[src/rtl/qph_pkg.sv]
// ----------------------------------------------------------------------------
// qph_pkg
// Shared types and constants for the quadratic probe hash table.
// ----------------------------------------------------------------------------
package qph_pkg;

	localparam int KEY_W      = 32;  // key width, signed two's complement
	localparam int ACT_W      = 2;   // action code width
	localparam int STAT_W     = 2;   // status code width
	localparam int SLOT_W     = 10;  // reported slot number width
	localparam int CFG_W      = 11;  // table_size register width
	localparam int OUT_DATA_W = 16;  // slot_index padded to whole bytes

	localparam logic [CFG_W-1:0] CFG_RESET = 11'd1021;

	// action codes
	localparam logic [ACT_W-1:0] ACT_INSERT = 2'd0;
	localparam logic [ACT_W-1:0] ACT_SEARCH = 2'd1;
	localparam logic [ACT_W-1:0] ACT_DELETE = 2'd2;

	// status codes
	localparam logic [STAT_W-1:0] STAT_DONE  = 2'd0;
	localparam logic [STAT_W-1:0] STAT_FOUND = 2'd1;
	localparam logic [STAT_W-1:0] STAT_MISS  = 2'd2;
	localparam logic [STAT_W-1:0] STAT_FULL  = 2'd3;

	typedef logic [KEY_W-1:0] key_t;

endpackage

[src/rtl/qph_mod.sv]
// ----------------------------------------------------------------------------
// qph_mod
// Iterative restoring remainder unit: one dividend bit per cycle.
// ----------------------------------------------------------------------------
module qph_mod
	import qph_pkg::*;
#(
	parameter int DIV_W = 11
) (
	input  logic             clk,
	input  logic             arst_n,
	input  logic             start,
	input  key_t             dividend,
	input  logic [DIV_W-1:0] divisor,
	output logic             done,
	output logic [DIV_W-1:0] remainder
);

	localparam int CNT_W = $clog2(KEY_W);

	logic             busy_q;
	logic             done_q;
	logic [CNT_W-1:0] cnt_q;
	key_t             dvd_q;
	logic [DIV_W-1:0] rem_q;
	logic [DIV_W:0]   trial;
	logic [DIV_W:0]   rem_next;

	// shift in the next dividend bit, subtract when it fits
	always_comb begin
		trial = {rem_q, dvd_q[KEY_W-1]};
		if (trial >= {1'b0, divisor}) begin
			rem_next = trial - {1'b0, divisor};
		end else begin
			rem_next = trial;
		end
	end

	always_ff @(posedge clk or negedge arst_n) begin
		if (!arst_n) begin
			busy_q <= 1'b0;
			done_q <= 1'b0;
			cnt_q  <= '0;
		end else begin
			done_q <= 1'b0;
			if (start) begin
				busy_q <= 1'b1;
				cnt_q  <= '0;
			end else if (busy_q) begin
				cnt_q <= cnt_q + 1'b1;
				if (cnt_q == CNT_W'(KEY_W - 1)) begin
					busy_q <= 1'b0;
					done_q <= 1'b1;
				end
			end
		end
	end

	always_ff @(posedge clk) begin
		if (start) begin
			dvd_q <= dividend;
			rem_q <= '0;
		end else if (busy_q) begin
			dvd_q <= dvd_q << 1;
			rem_q <= DIV_W'(rem_next);
		end
	end

	assign done      = done_q;
	assign remainder = rem_q;

endmodule

[config.mk]
export PLATFORM = sky130hd
export DESIGN_NAME = qph_mod
export DESIGN_NICKNAME = d
export VERILOG_FILES = /design/src/rtl/qph_pkg.sv /design/src/rtl/qph_mod.sv
export SDC_FILE = /design/constraint.sdc
export NUM_CORES = 1
export LEC_CHECK = 0
export ABC_AREA = 0
export BUFFER_PORTS_ARGS = -buffer_cell sky130_fd_sc_hd__buf_4
export CORE_MARGIN = 2
export CORE_UTILIZATION = 40
export CTS_CLUSTER_SIZE = 28
export DETAILED_ROUTE_END_ITERATION = 8
export PLACE_DENSITY = 0.63
export SLEW_MARGIN = 10
export SYNTH_ARGS = -nofsm -noshare
export SYNTH_HDL_FRONTEND = slang
export SYNTH_SLANG_ARGS = --single-unit
[constraint.sdc]
create_clock -name clk -period 2.1 [get_ports clk]
set_input_delay 0 -clock clk [delete_from_list [all_inputs] [get_ports clk]]
set_output_delay 0 -clock clk [all_outputs]
set_load 0.01 [all_outputs]
==> results of run 1 <==
-- sequential cells by signal, indices dropped and copies added (netlist names) --
name	count
done	1
remainder	11
busy_q	1
cnt_q	5
dvd_q	32
-- layout make-up --
class / instances / area (um2)
clock buffer: 5 / 68.8
clock inverter: 3 / 28.8
fill: 552 / 2660
inverter: 16 / 60.1
multi-input combinational: 167 / 1430
sequential: 50 / 1360
tap: 80 / 100
timing repair buffer: 124 / 1010
-- cells in the mapped netlist (7+ instances only) --
master    count  share of area, %
edfxtp_1     32                35
mux2_2       32                13
nor2_1       27               3.7
inv_1        16               2.2
ha_1         13               5.9
nand2_1      12               1.6
dfxtp_1      11               8.0
o21ai_0      11               2.0
a21oi_1       8               1.5
mux2i_1       8               2.9
clkbuf_1      7              0.95
dfrtp_1       7               6.4
-- how the worst min path moves through the flow --
| stage | slack [ns] | endpoint | start | depth (start not counted) |
|---|---|---|---|---|
| detailed placement | -0.18 | done | arst_n | 1 |
| floorplan | -0.30 | busy_q | arst_n | 0 |
| global route | 0.001 | dvd_q[31] | dividend[31] | 2 |
| global placement | -0.18 | cnt_q[4] | arst_n | 1 |
| CTS | 0.001 | dvd_q[31] | dividend[31] | 2 |
| finish | 0.003 | dvd_q[31] | dividend[31] | 2 |
-- where the power goes --
part / total [mW] / switching, mW / leakage (nW) / internal (mW)
clock network: 0.620 / 0.371 / 0.0502 / 0.248
registers: 1.32 / 0.104 / 0.523 / 1.22
logic: 1.98 / 0.904 / 1.23 / 1.08
-- per-stage QoR --
stage	area (um2)	utilization [%]	hold WS [ns]	instances
after floorplan	2800	-	-0.296	242
after global placement	3520	52.4	-0.181	401
after detailed placement	3520	52.4	-0.179	401
after CTS	3960	58.9	0.00112	443
after global routing	4060	60.4	0.000957	445
final	4060	60.4	0.00284	445
-- cell families after synthesis --
family	count (synthesis)	share of synthesized area (%)
simple gates	63	11.5
flops	50	49.3
compound gates	43	10.6
mux	40	16.0
buf+inv	26	4.09
fa+ha+maj	14	6.64
xor+xnor	6	1.91
-- timing repair --
| action | 4_1_cts | 5_1_grt |
|---|---|---|
| endpoints found under the hold margin | 37 | 0 |
| gates cloned | 1 | 0 |
| setup endpoints to repair | 10 | 11 |
| hold buffers | 31 | 0 |
| pin swaps | 8 | 9 |
| resized for setup | 3 | 15 |
| setup buffers | 2 | 2 |
-- per-layer routing --
metal	global-route usage (%)	vias up	part of all wire (%)
met5	0	-	0
met4	5.26	0	1.2
met3	3.13	6	4.2
met2	27.8	57	50
met1	22.2	1060	45
li1	-	1132	-
==> metrics.md, run 1 <==
| Metric | Value |
|---|---|
| Status | `complete, but fails checks` |
| Violated checks | `setup timing` |
| Clk sink count | `50` |
| Critical path startpoint | `dvd_q[31]` |
| Mapped Cells | `between 200 and 250` |
| Syn avg cell area | `11.4 um2` |
| PnR worst setup slack | `-0.0690 ns` |
| Slew @ Worst Pin | `0.405 ns` |
| Unrepaired setup endpoints after global routing | `yes` |
| Max-cap violations | `0` |
| Prevailing post-synth register cell | `edfxtp_1` |
| PortBufs | `57` |
| Vias in the first global route | `2179` |
| R2r worst-path depth | `9` |
| WS Path Type | `reg -> reg` |
| GR Overflow Total | `0` |
| Hold/Removal Path Class | `in -> reg` |
| Clk buf depth | `2` |
| Fraction of layout instances using a drive strength above 1 | `about 44%` |
| Vias | `2255` |
| Post-layout min period | `2.17 ns` |
| Fmax | `0.461 GHz` |
| Initial DRT Pass Iterations | `4` |
| Area delta synth->final | `47.5%` |
| Normalized max-slew margin | `73.0%` |
| Initial Util | `between 40% and 50%` |
| Largest net degree at the start of global routing | `33` |
| Crit end category | `register` |
| Die Y | `87.0 um` |
| Core Footprint | `0.00672 mm2` |
| Synth cell types | `between 40 and 50` |
| Most common cell after layout, fill and taps aside | `buf_4` |
| Vias per cell | `5.07` |
| CP delay by family, top | `simple AND/OR/NAND/NOR gates` |
| Routed Wire Length | `6340 um` |
| Max VDD drop | `0.442 mV` |
| Slew Viols, Final | `0` |
| Worst Skew | `about 0.0065 ns` |
| Drt wl/cell | `about 14 um` |
| # diodes | `0` |
| Worst-path maximum fanout | `3` |
| Worst-path clk slew | `about 0.10 ns` |
| P_leak | `~1.8 nW` |
| Reg2reg start | `dvd_q[31]` |
| Antenna violations before repair | `0` |
| Die W | `87.0 um` |
| YS warnings | `0` |
| Pwr Total | `3.93 mW` |
| Pwr dens | `967 mW/mm2` |
| Row count | `30` |
| Crit start category | `register` |
| Total track usage | `between 10% and 20%` |
| Most frequent cells in the layout | `buf_4, mux2_2, edfxtp_1` |
| Clk_lat worst skew | `0.31 ns` |
| Pre-CTS setup slack | `-0.133 ns` |
| Reg-to-reg critical path endpoint | `remainder[6]` |
| DP Wirelength | `approximately 4300 um` |
| Initial drt markers | `around 100` |
| CTS tree | `done` |
| CTS H-tree depth | `2` |
| WP buf/inv | `1` |
| Root buf cell | `clkbuf_8` |
| WP data arrival | `2.39 ns` |
| Drc violations | `0` |
| Gpl congestion | `0.861` |
| Critical Path Stages | `9` |
| R2R Setup Slk | `-0.07 ns` |
| Seq/Total Area, Yosys | `about half` |
| IO Count | `58` |
| Required time of the critical path | `2.32 ns` |
| Post-synth EDFFs | `32` |
| Asr flop ratio synth | `14.0%` |
| Seq cells post-synth | `50` |
| Critical path's slowest cell | `or3b_1` |
| Synth Net Count | `302` |
| Critical-path cell list | `inv_2 > ha_4 > fa_2 > nand2b_4 > a21oi_4 > o2111a_2 > nor2_2 > or3b_1 > a311oi_2` |
| Crit path capture | `remainder[6]` |
| # nets final | `424` |
| Netlist Area Pre-Place | `0.00275 mm2` |
| First-pass GRT wire length | `between 9000 and 10000 um` |
| Die ar. | `0.00756 mm2` |
| CP max stage delay | `around 0.39 ns` |
| Final setup fails | `4` |
| Total negative slack | `-0.159 ns` |
| Antenna viol nets, final | `0` |
| Final period util | `103%` |
| Final Hold Viols | `0` |
| Total CTS buffers | `5` |
No activity file was read; power rests on OpenSTA's default activity.
==> run 2: changes to the inputs <==
- BUFFER_PORTS_ARGS: -buffer_cell sky130_fd_sc_hd__buf_4 -> -buffer_cell sky130_fd_sc_hd__buf_2
- CORE_UTILIZATION: 40 -> 49
- GPL_ROUTABILITY_DRIVEN: not set -> 0
- PLACE_DENSITY: 0.63 -> 0.75
==> run 2 against run 1 <==
Against the previous run: the run ends with hold timing, setup timing left; count of clock-buffer cells in the layout did not move; via count increased by 3.7%; clock skew fell by 0.0011 ns; cell area decreased by 5.8%; first-iteration DRC count grew 52%; register-to-register slack worse by 0.03 ns.
==> metrics.md, run 2 (synthesized netlist as in run 1, its figures left out) <==
| Metric | Value |
|---|---|
| Required time of the critical path | `2.32 ns` |
| Total negative slack | `-0.384 ns` |
| Clk_lat worst skew | `between 0.3 and 0.4 ns` |
| Fin util | `69.9%` |
| CTS H-tree depth | `2` |
| Drc violations | `0` |
| R2R Setup Slk | `-0.1 ns` |
| GR Overflow Total | `0` |
| Final period util | `105%` |
| Antenna violations before repair | `0` |
| Slew @ Worst Pin | `0.402 ns` |
| Fraction of layout instances using a drive strength above 1 | `45.4%` |
| Most common cell after layout, fill and taps aside | `buf_2` |
| Initial Util | `between 50 and 60%` |
| WHS | `-0.00379 ns` |
| Area delta synth->final | `39.0%` |
| Worst-path clk slew | `0.09 ns` |
| Initial drt markers | `158` |
| Slew Viols, Final | `0` |
| Fmax | `0.455 GHz` |
| CP max stage delay | `between 0.3 and 0.4 ns` |
| Routed Wire Length | `6480 um` |
| # nets final | `416` |
| Clk buf depth | `2` |
| Max VDD drop | `about 0.55 mV` |
| Critical path startpoint | `dvd_q[31]` |
| Drt wl/cell | `15.1 um` |
| Max-cap violations | `0` |
| Total track usage | `20.5%` |
| P_leak | `1.73 nW` |
| IO Count | `between 50 and 60` |
| WP data arrival | `2.42 ns` |
| Die ar. | `0.00623 mm2` |
| Max FFs per register | `32` |
| Root buf cell | `clkbuf_8` |
| PnR worst setup slack | `-0.0964 ns` |
| Pwr dens | `1020 mW/mm2` |
| CTS tree | `done` |
| Unrepaired setup endpoints after global routing | `yes` |
| Vias in the first global route | `2218` |
| Die Y | `a little under 80 um` |
| Clk sink count | `50` |
| Post-layout min period | `2.20 ns` |
| Crit start category | `register` |
| Total CTS buffers | `5` |
| Status | `complete, but fails checks` |
| Crit end category | `register` |
| Biggest register | `dvd_q` |
| Final Hold Viols | `1` |
| Core Footprint | `0.00547 mm2` |
| First-pass GRT wire length | `10100 um` |
| Worst Skew | `between 0.005 and 0.006 ns` |
| DP Wirelength | `between 4000 and 5000 um` |
| Initial DRT Pass Iterations | `4` |
| # diodes | `0` |
| Critical path's slowest cell | `or3b_1` |
| Hold/Removal Path Class | `in -> reg` |
| Die W | `79.0 um` |
| Vias per cell | `5.45` |
| Worst hold path startpoint | `dividend[31]` |
| WS Path Type | `reg -> reg` |
| Violated checks | `hold timing, setup timing` |
| Normalized max-slew margin | `73.2%` |
| Final setup fails | `9` |
| Largest net degree at the start of global routing | `33` |
| Worst-path maximum fanout | `3` |
| Most frequent cells in the layout | `buf_2, buf_4, edfxtp_1` |
| PortBufs | `57` |
| Vias | `2339` |
| Critical-path cell list | `inv_2 > ha_4 > fa_2 > nand2b_4 > a21oi_4 > o2111a_2 > nor2_4 > or3b_1 > a311oi_1` |
| Row count | `27` |
| Antenna viol nets, final | `0` |
| Reg2reg start | `dvd_q[31]` |
[run 2: path summary, 6_finish.rpt]
| path | endpoint | depth (start not counted) |
|---|---|---|
| worst max-delay path | remainder[6] | 9 |
| worst min-delay path | dvd_q[31] | 2 |
| worst max register to register | remainder[6] | 9 |
| worst min register to register | remainder[3] | 2 |
| max in group asynchronous | cnt_q[0] | 2 |
| min in group asynchronous | done | 2 |
[run 2: area by class of cell]
type                    instances  area [um2]
fillers                       422        1650
multi-input cells             167        1430
flip-flops and latches         50        1360
repair buffers                116         792
well taps                      72        90.1
clock buffers                   5        68.8
inverters                      16        60.1
clock inverters                 3        20.0
[run 2: per-layer routing]
metal	wire [um]	up-vias	GRT usage (%)
li1	-	1117	-
met1	2740	1115	26.7
met2	3200	89	34.6
met3	379	18	4.20
met4	149	0	6.21
met5	0	-	0
[run 2: repair_timing]
action / 4_1_cts / 5_1_grt
pin swaps: 5 / 12
endpoints found under the hold margin: 21 / 6
endpoints found under the setup margin: 11 / 11
buffers inserted: 4 / 2
hold buffers: 15 / 6
gates resized for setup: 5 / 22
cloned: 1 / 0
[run 2: report_power, final]
group	total [mW]	internal (mW)	switching (mW)
Sequential	1.32	1.22	0.101
Combinational	2.00	1.06	0.947
Clock	0.574	0.235	0.339
[run 2: critical path, delay by kind of cell, from the launching register on]
family,cells,cell delay (ns)
compound gates,3,0.63
fa+ha+maj,2,0.49
buf+inv,1,0.05
flops,1,0.35
simple gates,3,0.60
[run 2: stage by stage]
| stage | hold slack (ns) | setup slack [ns] | cells | total power [mW] | cell area (um2) |
|---|---|---|---|---|---|
| finish | -0.00379 | -0.0964 | 429 | 3.90 | 3820 |
| global route | 0.00132 | -0.177 | 429 | 4.14 | 3820 |
| CTS | 0.000758 | -0.0759 | 421 | 3.67 | 3670 |
| detailed placement | -0.148 | -0.127 | 393 | 2.98 | 3370 |
| global placement | -0.158 | -0.0731 | 393 | 2.94 | 3370 |
| floorplan | -0.296 | -0.0758 | 242 | 2.39 | 2800 |
==> run 3: changes to the inputs <==
- ABC_AREA: 0 -> 1
- CORE_UTILIZATION: 49 -> 50
==> run 3 against run 2 <==
Against the previous run: highest routed layer unchanged; global-route usage grew 0.41 points; sequential power is essentially flat; largest power group unchanged; combinational power shrank 12%; the run now ends clean.
==> metrics.md, run 3 <==
| Metric | Value |
|---|---|
| Status | `finished clean` |
| Row count | `28` |
| # diodes | `0` |
| CP most frequent cell | `nand2_2` |
| Core Footprint | `0.00592 mm2` |
| Synth cell types | `35` |
| Most frequent cells in the layout | `nand2_1, buf_2, inv_1` |
| Most common cell after layout, fill and taps aside | `nand2_1` |
| Vias per cell | `between 4 and 5` |
| Critical path's slowest cell | `fa_1` |
| Crit start category | `register` |
| Die W | `between 80 and 90 um` |
| Fmax | `0.515 GHz` |
| Most frequent cells after synthesis | `nand2_1, inv_1, edfxtp_1` |
| CTS H-tree depth | `2` |
| CTS tree | `done` |
| Total track usage | `20.9%` |
| Total CTS buffers | `5` |
| Syn avg cell area | `7.85 um2` |
| Fraction of layout instances using a drive strength above 1 | `21.9%` |
| Drt wl/cell | `12.1 um` |
| WP data arrival | `2.15 ns` |
| Sequential share of power | `roughly 36%` |
| Post-layout min period | `1.94 ns` |
| Largest net degree at the start of global routing | `39` |
| WP buf/inv | `2` |
| Multi-input gate area | `0.00139 mm2` |
| Seq/Total Area, Yosys | `44.4%` |
| Worst-path clk slew | `approximately 0.10 ns` |
| Switching share of power | `41.1%` |
| Pint | `2.16 mW` |
| Unrepaired setup endpoints after global routing | `no` |
| Ranking of synthesized cells by area | `edfxtp_1, nand2_1, dfxtp_1` |
| Critical-path cell list | `inv_1 > ha_1 > fa_1 > inv_2 > nand2_2 > nand2_2 > nand2_2 > nand2_2 > nand2_4 > nand3_4 > nand3_2 > nand3_1 > nand2_1` |
| Most numerous cell in the Yosys netlist | `nand2_1` |
| Hold/Removal Path Class | `in -> async` |
| Clk network pwr share | `15.9%` |
| Combinational power share | `a little under half` |
| Post-synth EDFFs | `32` |
| Prevailing post-synth register cell | `edfxtp_1` |
| Antenna viol nets, final | `0` |
| PortBufs | `57` |
| Vias in the first global route | `2482` |
| Clk buf depth | `2` |
| Worst Skew | `about 0.011 ns` |
| Slew @ Worst Pin | `0.474 ns` |
| Seq cells post-synth | `50` |
| Routed Wire Length | `6690 um` |
| Final period util | `92.5%` |
| Initial drt markers | `between 200 and 250` |
| Antenna violations before repair | `0` |
| Normalized max-slew margin | `roughly two thirds` |
| Pwr dens | `around 960 mW/mm2` |
| Slew Viols, Final | `0` |
| Die ar. | `0.00675 mm2` |
| Synth Net Count | `449` |
| Area delta synth->final | `25.0%` |
| DP Wirelength | `4480 um` |
| # nets final | `539` |
| Net load switching power | `about 1.5 mW` |
| PnR worst setup slack | `roughly 0.16 ns` |
| First-pass GRT wire length | `10800 um` |
| YS warnings | `0` |
| GR Overflow Total | `0` |
| Total negative slack | `0 ns` |
| Max VDD drop | `0.559 mV` |
| Vias | `2690` |
| Mapped Cells | `389` |
| Sequential cell area | `~0.0014 mm2` |
| Crit end category | `register` |
| Asr flop ratio synth | `about 14%` |
| P_leak | `2.03 nW` |
| IO Count | `58` |
| Die Y | `82.2 um` |
| Final setup fails | `0` |
| Required time of the critical path | `2.31 ns` |
| Clk sink count | `50` |
| Initial Util | `51.6%` |
| Max-cap violations | `0` |
| Netlist Area Pre-Place | `0.00305 mm2` |
| WS Path Type | `reg -> reg` |
| Yosys top cell by area | `edfxtp_1` |
| Drc violations | `0` |
| Pre-CTS setup slack | `between 0.1 and 0.15 ns` |
| Clk_lat worst skew | `0.31 ns` |
| Final Hold Viols | `0` |
| Worst-path maximum fanout | `13` |
| CP max stage delay | `0.42 ns` |
| Max FFs per register | `32` |
| Top cell type's share of synthesized area | `31.5%` |
| Root buf cell | `clkbuf_8` |
| Initial DRT Pass Iterations | `4` |
| Fillers | `483` |
| Biggest register | `dvd_q` |
| CP delay by family, top | `simple AND/OR/NAND/NOR gates` |
-- run 3: power by group through the flow --
stage                     Combinational [mW]  Sequential [mW]  Clock, mW
after floorplan                         1.38             1.36          0
after global placement                  1.66             1.34          0
after detailed placement                1.67             1.35          0
after CTS                               1.73             1.33      0.596
after global routing                    1.99             1.35      0.625
final                                   1.76             1.33      0.582
-- run 3: through the flow --
stage               cell area [um2]  total power [mW]  util (%)  cells  hold slack (ns)
global placement               3380              3.00      57.0    513           -0.157
global route                   3820              3.97      64.5    555           0.0822
finish                         3820              3.67      64.5    555           0.0485
detailed placement             3380              3.02      57.0    513           -0.157
CTS                            3800              3.66      64.2    554           0.0376
floorplan                      3050              2.73         -    389           -0.296
-- run 3: worst paths after layout --
kind	start	end	slack, ns	cells past startpoint
worst min-delay path	arst_n	done	0.05	2
min in group clk	start	done	0.12	2
worst min register to register	remainder[10]	remainder[10]	0.49	2
worst max register to register	dvd_q[31]	remainder[5]	0.16	13
max in group asynchronous	arst_n	cnt_q[1]	1.89	2
worst max-delay path	dvd_q[31]	remainder[5]	0.16	13
-- run 3: cells by family after synthesis --
kind of cell               after synthesis  share of synthesized area (%)
adders and majority gates               14                           5.98
DFF                                     50                           44.4
xor gates and xnor gates                 3                          0.860
buffers and inverters                   75                           10.7
AOI/OAI and AO/OA                       14                           2.83
and+or+nand+nor                        233                           35.2
-- run 3: cell type report --
class / instances / share of cell area (%)
multi-input combinational: 265 / 36.3
sequential: 50 / 35.5
timing repair buffer: 95 / 17.1
inverter: 62 / 6.10
tap: 75 / 2.46
clock buffer: 5 / 1.80
clock inverter: 3 / 0.656
-- run 3: layer usage --
metal | global-route usage, % | vias up | part of all wire, %
li1 | - | 1404 | -
met1 | 26.4 | 1210 | 44
met2 | 37.0 | 72 | 51
met3 | 3.48 | 4 | 4.7
met4 | 5.67 | 0 | 0.64
met5 | 0 | - | 0
-- run 3: repair_timing --
| item | 4_1_cts | 5_1_grt |
|---|---|---|
| gates resized for setup | 0 | 1 |
| setup endpoints to repair | 0 | 7 |
| hold endpoints to repair | 39 | 0 |
| hold buffers | 33 | 0 |
| buffers inserted | 0 | 0 |
-- run 3: worst register-to-register path, stage by stage, from the launching register on --
cell and delay [ns]:
edfxtp_1 0.33, inv_1 0.05, ha_1 0.20, fa_1 0.42, inv_2 0.10, nand2_2 0.05
nand2_2 0.07, nand2_2 0.06, nand2_2 0.07, nand2_4 0.13, nand3_4 0.14, nand3_2 0.08
nand3_1 0.08, nand2_1 0.05
